## src/rtl/core/mexp_pkg.sv

```systemverilog
// shared widths, reset value and types for the modular exponentiation block
package mexp_pkg;

   // operand and exponent widths
   localparam int ModWidth   = 31;
   localparam int ExpWidth   = 32;

   // serial multiplier step count and round count widths
   localparam int StepWidth  = $clog2(ModWidth);
   localparam int RoundWidth = $clog2(ExpWidth + 1);

   // modulus after reset
   localparam logic [ModWidth-1:0] ModulusReset = ModWidth'(998244353);

   typedef logic [ModWidth-1:0] residue_type;
   typedef logic [ExpWidth-1:0] exponent_type;

endpackage

```

## src/rtl/core/mexp_mul.sv

```systemverilog
// bit-serial interleaved modular multiplier, one bit per step cycle
module mexp_mul (
   input  logic                clock,
   input  logic                load,
   input  logic                step,
   input  mexp_pkg::residue_type op_a,
   input  mexp_pkg::residue_type op_b,
   input  mexp_pkg::residue_type modulus,
   output mexp_pkg::residue_type product
);
   import mexp_pkg::*;

   residue_type           a_ff;
   residue_type           b_ff;
   residue_type           r_ff;
   residue_type           r_in;
   logic [ModWidth+1:0]   sum;
   logic [ModWidth+1:0]   mod_x1;
   logic [ModWidth+1:0]   mod_x2;
   logic [ModWidth+1:0]   diff_x1;
   logic [ModWidth+1:0]   diff_x2;

   // shift in the next multiplier bit and fold back below the modulus
   always_comb begin
      mod_x1  = {2'b00, modulus};
      mod_x2  = {1'b0, modulus, 1'b0};
      sum     = {1'b0, r_ff, 1'b0} + (a_ff[ModWidth-1] ? {2'b00, b_ff} : '0);
      diff_x1 = sum - mod_x1;
      diff_x2 = sum - mod_x2;
      if (sum >= mod_x2) begin
         r_in = diff_x2[ModWidth-1:0];
      end else if (sum >= mod_x1) begin
         r_in = diff_x1[ModWidth-1:0];
      end else begin
         r_in = sum[ModWidth-1:0];
      end
   end

   // operand shift register and partial result
   always_ff @(posedge clock) begin
      if (load) begin
         a_ff <= op_a;
         b_ff <= op_b;
         r_ff <= '0;
      end else if (step) begin
         a_ff <= {a_ff[ModWidth-2:0], 1'b0};
         r_ff <= r_in;
      end
   end

   assign product = r_ff;

endmodule

```

## src/rtl/core/modular_exponentiation.sv

```systemverilog
// modular exponentiation top level: right-to-left square-and-multiply
//
// Usage: a transfer on the req_ channel carries req_base_value and
// req_exponent; one transfer on the rsp_ channel later returns
// rsp_power_result = base ** exponent mod the configured modulus.
// The modulus is written through csr_wr_en / csr_wr_data; the user must write
// it only while the block is idle, which the block itself does not enforce.
// It resets to 998244353. A modulus of 0 or 1 gives a result of 0.
// The work runs in 33 rounds (one base reduction, then one round per exponent
// bit); each round is one load, 31 steps of the two bit-serial multipliers
// (31 modulus bits, one bit per cycle), then one update. Moduli below 2 skip
// the rounds: the block goes straight from the request to writing the result.
// One item is worked on at a time; req_stall is high while it runs.
// The result waits in an output register: if rsp_stall holds it, the next
// item is still taken and computed, and its result waits until the output
// register is free.
// Reset (synchronous, active high) returns to idle, drops rsp_valid and
// restores the default modulus.
module modular_exponentiation (
   input  logic                   clock,
   input  logic                   reset,
   input  logic                   csr_wr_en,
   input  mexp_pkg::residue_type  csr_wr_data,
   input  logic                   req_valid,
   output logic                   req_stall,
   input  mexp_pkg::residue_type  req_base_value,
   input  mexp_pkg::exponent_type req_exponent,
   output logic                   rsp_valid,
   input  logic                   rsp_stall,
   output mexp_pkg::residue_type  rsp_power_result
);
   import mexp_pkg::*;

   // sequencer states
   localparam logic [2:0] StIdle   = 3'd0;
   localparam logic [2:0] StLoad   = 3'd1;
   localparam logic [2:0] StRun    = 3'd2;
   localparam logic [2:0] StUpdate = 3'd3;
   localparam logic [2:0] StWrite  = 3'd4;

   localparam logic [StepWidth-1:0]  LastStep  = StepWidth'(ModWidth - 1);
   localparam logic [RoundWidth-1:0] LastRound = RoundWidth'(ExpWidth);

   logic [2:0]            state_ff;
   logic [2:0]            state_in;
   residue_type           modulus_ff;
   residue_type           acc_ff;
   residue_type           sq_ff;
   exponent_type          exp_ff;
   logic [StepWidth-1:0]  step_ff;
   logic [RoundWidth-1:0] round_ff;
   logic                  rsp_valid_ff;
   residue_type           rsp_result_ff;
   logic                  req_take;
   logic                  out_free;
   logic                  mul_load;
   logic                  mul_step;
   logic                  small_mod;
   logic                  take_mul;
   residue_type           sq_op_b;
   residue_type           acc_prod;
   residue_type           sq_prod;

   assign req_take  = req_valid && (state_ff == StIdle);
   assign out_free  = !rsp_valid_ff || !rsp_stall;
   assign mul_load  = (state_ff == StLoad);
   assign mul_step  = (state_ff == StRun);
   assign small_mod = (modulus_ff[ModWidth-1:1] == '0);
   // round zero reduces the base by multiplying by one
   assign sq_op_b   = (round_ff == '0) ? ModWidth'(1) : sq_ff;
   assign take_mul  = (round_ff != '0) && exp_ff[0];

   // accumulator times square
   mexp_mul u_mul_acc (
      .clock   (clock),
      .load    (mul_load),
      .step    (mul_step),
      .op_a    (acc_ff),
      .op_b    (sq_ff),
      .modulus (modulus_ff),
      .product (acc_prod)
   );

   // square times square, or times one in round zero
   mexp_mul u_mul_sq (
      .clock   (clock),
      .load    (mul_load),
      .step    (mul_step),
      .op_a    (sq_ff),
      .op_b    (sq_op_b),
      .modulus (modulus_ff),
      .product (sq_prod)
   );

   // next state
   always_comb begin
      state_in = state_ff;
      case (state_ff)
         StIdle: begin
            if (req_take) begin
               state_in = small_mod ? StWrite : StLoad;
            end
         end
         StLoad: begin
            state_in = StRun;
         end
         StRun: begin
            if (step_ff == '0) begin
               state_in = StUpdate;
            end
         end
         StUpdate: begin
            state_in = (round_ff == LastRound) ? StWrite : StLoad;
         end
         StWrite: begin
            if (out_free) begin
               state_in = StIdle;
            end
         end
         default: begin
            state_in = StIdle;
         end
      endcase
   end

   // control registers
   always_ff @(posedge clock) begin
      if (reset) begin
         state_ff     <= StIdle;
         modulus_ff   <= ModulusReset;
         rsp_valid_ff <= 1'b0;
      end else begin
         state_ff <= state_in;
         if (csr_wr_en) begin
            modulus_ff <= csr_wr_data;
         end
         if (state_ff == StWrite && out_free) begin
            rsp_valid_ff <= 1'b1;
         end else if (!rsp_stall) begin
            rsp_valid_ff <= 1'b0;
         end
      end
   end

   // datapath registers
   always_ff @(posedge clock) begin
      case (state_ff)
         StIdle: begin
            if (req_take) begin
               acc_ff   <= small_mod ? '0 : ModWidth'(1);
               sq_ff    <= req_base_value;
               exp_ff   <= req_exponent;
               round_ff <= '0;
            end
         end
         StLoad: begin
            step_ff <= LastStep;
         end
         StRun: begin
            step_ff <= step_ff - StepWidth'(1);
         end
         StUpdate: begin
            sq_ff    <= sq_prod;
            round_ff <= round_ff + RoundWidth'(1);
            if (take_mul) begin
               acc_ff <= acc_prod;
            end
            if (round_ff != '0) begin
               exp_ff <= {1'b0, exp_ff[ExpWidth-1:1]};
            end
         end
         StWrite: begin
            if (out_free) begin
               rsp_result_ff <= acc_ff;
            end
         end
         default: begin
            step_ff <= step_ff;
         end
      endcase
   end

   assign req_stall        = (state_ff != StIdle);
   assign rsp_valid        = rsp_valid_ff;
   assign rsp_power_result = rsp_result_ff;

endmodule
```

## config.mk

```make
export PLATFORM = sky130hd
export DESIGN_NAME = modular_exponentiation
export DESIGN_NICKNAME = d
export VERILOG_FILES = /design/src/rtl/core/mexp_pkg.sv /design/src/rtl/core/mexp_mul.sv /design/src/rtl/core/modular_exponentiation.sv
export SDC_FILE = /design/constraint.sdc
export NUM_CORES = 1
export LEC_CHECK = 0
export BUFFER_PORTS_ARGS = -buffer_cell sky130_fd_sc_hd__buf_2
export CAP_MARGIN = 20
export CORE_UTILIZATION = 56
export DETAILED_ROUTE_END_ITERATION = 7
export PLACE_DENSITY = 0.74
export SLEW_MARGIN = 10
export SYNTH_ARGS = -nofsm -noshare
export SYNTH_HDL_FRONTEND = slang
export SYNTH_SLANG_ARGS = --single-unit
```

## constraint.sdc

```tcl
create_clock -name clock -period 7.4 [get_ports clock]
set_input_delay 1.85 -clock clock [delete_from_list [all_inputs] [get_ports clock]]
set_output_delay 1.85 -clock clock [all_outputs]
set_load 0.1 [all_outputs]
```

==> results_dict.tcl, run 1 <==
set metrics [dict create \
    switching_power_mw 5.78 \
    vias 20100 \
    hold_path.startpoint "acc_ff[0]" \
    grt-ovfl-total 0 \
    synthMuxAreaShare_pct 3.03 \
    r2r-start "u_mul_sq.a_ff[30]" \
    dieWidth_um 209 \
    clockPowerShare_pct 14.5 \
    cts_setup_buffers 0 \
    nets 2987 \
    gp_congestion 0.980 \
    ff_latch_area_um2 9750 \
    fillers 3565 \
    final-setup-viol-count 0 \
    arrival_ns 7.06 \
    dp_hpwl_mm 54.5 \
    die_y_um 209 \
    cpLargestDelayFamily "compound AO/OA/AOI/OAI gates" \
    reg2regPathDepth 22 \
    yosys.area_share.simple_pct 19.0 \
    h-tree-depth 2 \
    slowest_delay_ns 0.76 \
    root_buffer "clkbuf_16" \
    slew_viol_final 0 \
    num_rows 75 \
    cts_tree "yes" \
    yosysWarnings 0 \
    layout_min_cycle_time_ns 6.62 \
    ys_types 93 \
    hold_depth 0 \
    synth_area_um2 23900 \
    drt_iter0_drc 1682 \
    slew_headroom_pct 36.2 \
    ir_worst_vdd_mv 0.272 \
    p_int_mw 6.57 \
    yosys.area.top_type "edfxtp_1" \
    synthDominantCellAreaShare_pct 32.6 \
    max_freq_ghz 0.151 \
    rsz0062_at_grt "false" \
    clkLatencyLatePin_ns 0.56 \
    post_cts_resize_count 0 \
    final_cell_mix "nand2_1 (498), edfxtp_1 (260), ha_1 (187)" \
    holdPathEnd "rsp_power_result[0]" \
    crit_chain "buf_4, and2_1, ha_1, a221oi_1, o21ai_1, o211ai_1, nand3_1, a211oi_1, nor2_1, o41ai_1, xnor2_1, ha_1, nand3_1, nor3_1, nand2_1, nor4_1, a2111oi_2, o221ai_4, buf_4, mux2i_1, nand2_1, a22o_1" \
    track_usage_pct 32.0 \
    slowest_stage "o221ai_4" \
    hold_viol 0 \
    syn_inst 2591 \
    fin_skew_ns 0.0303 \
    ios 132 \
    multiInputGateArea_um2 13500 \
    drc 0 \
    syn_to_final_growth_pct 9.61 \
    die-area_um2 43600 \
    grt_pass1_wl_mm 108 \
    cts_hold_buf 0 \
    antenna_left 0 \
    worstHoldPathType "reg2reg" \
    ys_top_cells_by_area "edfxtp_1 (33%), ha_1 (9.8%), dfxtp_1 (8.1%), nand2_1 (7.8%), xnor2_1 (4.0%)" \
    synthAdderAreaFrac_pct 10.3 \
    leakage_nw 11.3 \
    worst_slew_pin_slew_ns 0.957 \
    critPathRequiredTime_ns 7.84 \
    io_buffers 131 \
    synth.avg_cell_area_um2 9.24 \
    start_util_pct 56.9 \
    synth_compound_area_share_pct 18.2 \
    drt_first_pass_iters 5 \
    synth_xor_area_share_pct 5.82 \
    setup_tns_ns 0 \
    switching_share_pct 46.8 \
    antenna_found_initial 0 \
    drive_above_1_share_pct 9.22 \
    end_kind "flop" \
    crit_fanout 28 \
    cts_buffer_depth 3 \
    layout_commonest_cell "nand2_1" \
    ys_ff_latch 357 \
    fp.coreArea_um2 42000 \
    drt_wl_total_mm 70.5 \
    post-route-period-util_pct 89.4 \
    synth_edf_count 260 \
    synth_top_family_by_area "simple AND/OR/NAND/NOR gates" \
    reg2reg_setup_slack_ns 0.78 \
    critPathKind "reg2reg" \
    yosysSeqAreaShare_pct 40.7 \
    cp_num_buf_inv 2 \
    synth-async-reset-ratio_pct 0 \
    clk_pin_slew_ns 0.06 \
    comb_power_share_pct 62.5 \
    post_drt_wl_per_cell_um 21.6 \
    seq_power_share_pct 23.0 \
    routed_via_density 6.16 \
    cts_buffers 37 \
    status "completed" \
    critPathLaunchType "flop" \
    post-route-util_pct 62.4 \
    synth_ff_type "edfxtp_1" \
    grt_pass1_vias 19100 \
    cts_num_sinks 357 \
    cap_violations 0 \
    rr_endpoint "u_mul_sq.product[25]" \
    grt_max_degree 94 \
    p_per_area_nw_per_um2 471 \
    syn-num-nets 2883 \
]
==> kinds of logic after synthesis <==
group	count (synthesis)
buffers and inverters	178
XOR/XNOR	159
adder cells (fa/ha/maj)	193
AND/OR/NAND/NOR	988
flip-flops	357
multiplexers	72
AO/OA/AOI/OAI	644
==> flip-flops by register name, indices dropped and copies added (netlist names) <==
signal and cells:
acc_ff 31, exp_ff 32, modulus_ff 31, round_ff 6, rsp_power_result 31, rsp_valid 1
sq_ff 31, state_ff 3, step_ff 5, u_mul_acc.a_ff 31, u_mul_acc.b_ff 31, u_mul_acc.product 31
u_mul_sq.a_ff 31, u_mul_sq.b_ff 31, u_mul_sq.product 31
==> metal layers <==
metal	vias up	wire length [um]	GRT usage (%)
li1	9610	-	-
met5	-	0	0
met4	0	2980	13.9
met1	9642	29100	41.3
met3	145	4150	3.11
met2	708	34200	54.7
==> cell type report <==
type / instances / area share (%)
Antenna cell: 1 / 0.00954
Clock buffer: 50 / 3.83
Clock inverter: 16 / 0.491
Inverter: 88 / 1.27
Multi-Input combinational cell: 2056 / 51.5
Sequential cell: 357 / 37.2
Tap cell: 539 / 2.57
Timing Repair Buffer: 155 / 3.19
==> cells in the mapped netlist (6+ instances only) <==
master / number
o21ai_0: 76
o21bai_1: 22
nand4_1: 19
o31ai_1: 12
a22o_1: 7
dfxtp_1: 97
or2_2: 6
nor2b_1: 51
a21oi_1: 176
fa_1: 6
nand2b_1: 15
nor3_1: 39
nor4_1: 16
a221oi_1: 8
ha_1: 187
nor2_1: 139
a31oi_1: 19
o21ai_1: 43
xor2_1: 51
mux2i_1: 68
edfxtp_1: 260
a21boi_1: 6
and2_1: 102
or3_1: 9
nand3_1: 42
a21o_1: 88
a211oi_1: 24
o211ai_1: 26
o31a_1: 6
a211o_1: 7
a221o_1: 7
o21a_1: 19
and3_1: 22
o221ai_1: 14
inv_1: 85
a211oi_2: 6
a2bb2oi_1: 9
clkbuf_1: 75
and4_1: 8
buf_2: 6
xnor2_1: 108
nand2_1: 498
a31o_2: 8
==> how the worst max path moves through the flow <==
stage | from | endpoint | slack [ns] | depth (start not counted)
after CTS | u_mul_sq.a_ff[30] | u_mul_sq.product[30] | 0.90 | 23
after floorplan | u_mul_sq.a_ff[30] | u_mul_sq.product[4] | 1.86 | 25
after detailed placement | u_mul_sq.a_ff[30] | u_mul_sq.product[30] | 0.94 | 23
after global placement | u_mul_sq.a_ff[30] | u_mul_sq.product[16] | 1.11 | 24
final | u_mul_sq.a_ff[30] | u_mul_sq.product[25] | 0.78 | 22
after global routing | u_mul_sq.a_ff[30] | u_mul_sq.product[25] | 0.20 | 22
==> power by group through the flow <==
stage / logic [mW] / clock network, mW / registers (mW)
6_report: 7.73 / 1.79 / 2.83
5_1_grt: 8.38 / 1.88 / 2.85
4_1_cts: 7.59 / 1.81 / 2.83
3_5_place_dp: 7.54 / 0 / 2.87
3_3_place_gp: 7.46 / 0 / 2.87
2_1_floorplan: 5.77 / 0 / 2.68
==> per-stage QoR <==
| stage | cell area, um^2 | power (mW) | std cells | hold WS (ns) | setup slack (ns) |
|---|---|---|---|---|---|
| finish | 26200 | 12.4 | 3262 | 0.447 | 0.784 |
| global route | 26200 | 13.1 | 3261 | 0.456 | 0.198 |
| CTS | 26200 | 12.2 | 3261 | 0.447 | 0.896 |
| detailed placement | 25100 | 10.4 | 3195 | 0.434 | 0.943 |
| global placement | 25100 | 10.3 | 3195 | 0.427 | 1.11 |
| floorplan | 23900 | 8.45 | 2591 | 0.417 | 1.86 |
==> worst register-to-register path: stages, from the launching register on <==
cell and delay (ns):
edfxtp_1 0.49, buf_4 0.25, and2_1 0.16, ha_1 0.37, a221oi_1 0.33, o21ai_1 0.11
o211ai_1 0.13, nand3_1 0.22, a211oi_1 0.36, nor2_1 0.12, o41ai_1 0.32, xnor2_1 0.27
ha_1 0.46, nand3_1 0.18, nor3_1 0.38, nand2_1 0.17, nor4_1 0.46, a2111oi_2 0.16
o221ai_4 0.76, buf_4 0.35, mux2i_1 0.20, nand2_1 0.07, a22o_1 0.19
(Power assumes the default switching activity.)
==> run 2, diff against run 1 <==
--- a/config.mk
+++ b/config.mk
@@ -5,10 +5,12 @@
 export SDC_FILE = /design/constraint.sdc
 export NUM_CORES = 1
 export LEC_CHECK = 0
+export ABC_AREA = 1
 export BUFFER_PORTS_ARGS = -buffer_cell sky130_fd_sc_hd__buf_2
 export CAP_MARGIN = 20
 export CORE_UTILIZATION = 56
 export DETAILED_ROUTE_END_ITERATION = 7
+export GPL_TIMING_DRIVEN = 0
 export PLACE_DENSITY = 0.74
 export SLEW_MARGIN = 10
 export SYNTH_ARGS = -nofsm -noshare
==> results_dict.tcl, run 2 <==
set metrics [dict create \
    syn_inst 3815 \
    root_buffer "clkbuf_16" \
    final_cell_mix "nand2_1 (1168), inv_1 (511), a21oi_1 (347)" \
    fp.coreArea_um2 47700 \
    drt_wl_total_mm 94.5 \
    slew_viol_final 0 \
    clkLatencyLatePin_ns 0.58 \
    drc 0 \
    ff_latch_area_um2 9750 \
    rsz0062_at_grt "false" \
    antenna_found_initial 1 \
    layout_min_cycle_time_ns 5.85 \
    arrival_ns 6.29 \
    grt-ovfl-total 0 \
    regMostFlops "exp_ff" \
    cts_hold_buf 0 \
    slowest_delay_ns 0.53 \
    slowest_stage "nor3_1" \
    dp_hpwl_mm 77.4 \
    status "completed" \
    grt_max_degree 60 \
    synth-async-reset-ratio_pct 0 \
    cts_tree "yes" \
    cts_buffer_depth 3 \
    die-area_um2 49300 \
    setup_ws_ns 1.55 \
    largest_reg_flops 32 \
    place_worst_setup_slack_ns 1.75 \
    final_cell_area_um2 30100 \
    cts_num_sinks 357 \
    ys_ff_latch 357 \
    drt_first_pass_iters 6 \
    cts_setup_buffers 0 \
    yosysSeqAreaShare_pct 35.9 \
    gp_congestion 1.10 \
    place_area_um2 28700 \
    fillers 4438 \
    num_rows 80 \
    reg2reg_setup_slack_ns 1.55 \
    nets 4283 \
    syn_to_final_growth_pct 10.9 \
    synth_area_um2 27100 \
    fin_skew_ns 0.0349 \
    routed_via_density 5.71 \
    clk_pin_slew_ns 0.06 \
    vias 26500 \
    drt_iter0_drc 2591 \
    grt_pass1_wl_mm 141 \
    die_y_um 222 \
    hold_depth 0 \
    max_freq_ghz 0.171 \
    reg2regPathDepth 28 \
    post_cts_resize_count 0 \
    start_util_pct 56.8 \
    track_usage_pct 37.8 \
    yosys.cell_count.top_type "nand2_1" \
    critPathKind "reg2reg" \
    yosysWarnings 0 \
    grt_pass1_vias 24900 \
    critPathRequiredTime_ns 7.83 \
    worstHoldPathType "reg2reg" \
    synth_edf_count 260 \
    layout_commonest_cell "nand2_1" \
    cts_buffers 39 \
    synthDominantCellAreaShare_pct 28.8 \
    syn-num-nets 4107 \
    h-tree-depth 2 \
    end_kind "flop" \
    antenna_left 0 \
    ios 132 \
    dieWidth_um 222 \
    worst_slew_pin_slew_ns 0.994 \
    cap_violations 0 \
    cp_common_cell "nand2_1" \
    diodes 0 \
    io_buffers 131 \
    slew_headroom_pct 33.7 \
    ys_top_cells_by_area "edfxtp_1 (29%), nand2_1 (16%), ha_1 (8.6%), dfxtp_1 (7.2%), inv_1 (7.1%)" \
    multiInputGateArea_um2 14900 \
    yosys.area.top_type "edfxtp_1" \
    synth_common_cells "nand2_1 (1169), inv_1 (511), a21oi_1 (348)" \
    hold_viol 0 \
    post_drt_wl_per_cell_um 20.4 \
    post-route-period-util_pct 79.1 \
    ys_types 52 \
    synth_ff_type "edfxtp_1" \
    critPathLaunchType "flop" \
    crit_fanout 10 \
    synth.avg_cell_area_um2 7.11 \
    final-setup-viol-count 0 \
    drive_above_1_share_pct 7.54 \
]
==> run 2: cell types whose count changed in the layout (fill, tap and decap cells not counted), sizes merged, moves of 68 or more <==
cell,previous run,this run
mux2i,68,0
a21oi,176,353
inv,87,528
and2,102,8
nor2,140,304
nand3,42,234
nand2,498,1182
==> run 2: path summary, 6_finish.rpt <==
check                    startpoint              endpoint
hold reg to reg          acc_ff[14]  rsp_power_result[14]
hold / removal           acc_ff[14]  rsp_power_result[14]
setup reg to reg  u_mul_sq.a_ff[30]  u_mul_sq.product[26]
setup / recovery  u_mul_sq.a_ff[30]  u_mul_sq.product[26]
==> run 2: final cells by class <==
cell class                 count  area share, %
clock inverter                26           1.14
tap                          615           2.56
inverter                     525           6.56
clock buffer                  44           3.48
sequential                   357           32.4
timing repair buffer         135           2.47
multi-input combinational   2835           49.7
buffer                        98           1.65
==> run 2: cell families after synthesis <==
logic type      after synthesis  synth area share [%]
flops                       357                  35.9
simple gates               1892                  29.3
xor+xnor                    130                  4.20
fa+ha+maj                   193                  9.07
buf+inv                     623                  9.09
compound gates              620                  12.4
==> run 2: through the flow <==
| stage | instances | TNS [ns] | hold slack (ns) | utilization, % |
|---|---|---|---|---|
| after floorplan | 3815 | 0 | 0.426 | - |
| after CTS | 4635 | 0 | 0.446 | 63.0 |
| after global placement | 4561 | -43.55 | 0.427 | 59.8 |
| final | 4635 | 0 | 0.446 | 63.0 |
| after global routing | 4635 | 0 | 0.455 | 63.0 |
| after detailed placement | 4565 | 0 | 0.432 | 60.1 |
==> run 2: critical path, delay by kind of cell (launching register included) <==
kind | cells | cell delay, ns
and+or+nand+nor | 18 | 2.67
xor gates and xnor gates | 1 | 0.48
AOI/OAI and AO/OA | 1 | 0.14
buffers and inverters | 5 | 0.83
DFF | 1 | 0.50
adders and majority gates | 3 | 1.11
==> run 2: per-layer routing <==
layer	track usage [%]	part of all wire, %	vias up
met1	49.0	41	12100
li1	-	-	12900
met3	5.35	8.2	261
met5	0	0	-
met2	59.7	44	1235
met4	23.4	6.9	0
Power of run 2 is not shown: default switching activity piles up to over one toggle a cycle in this logic, so the estimate is an artifact.
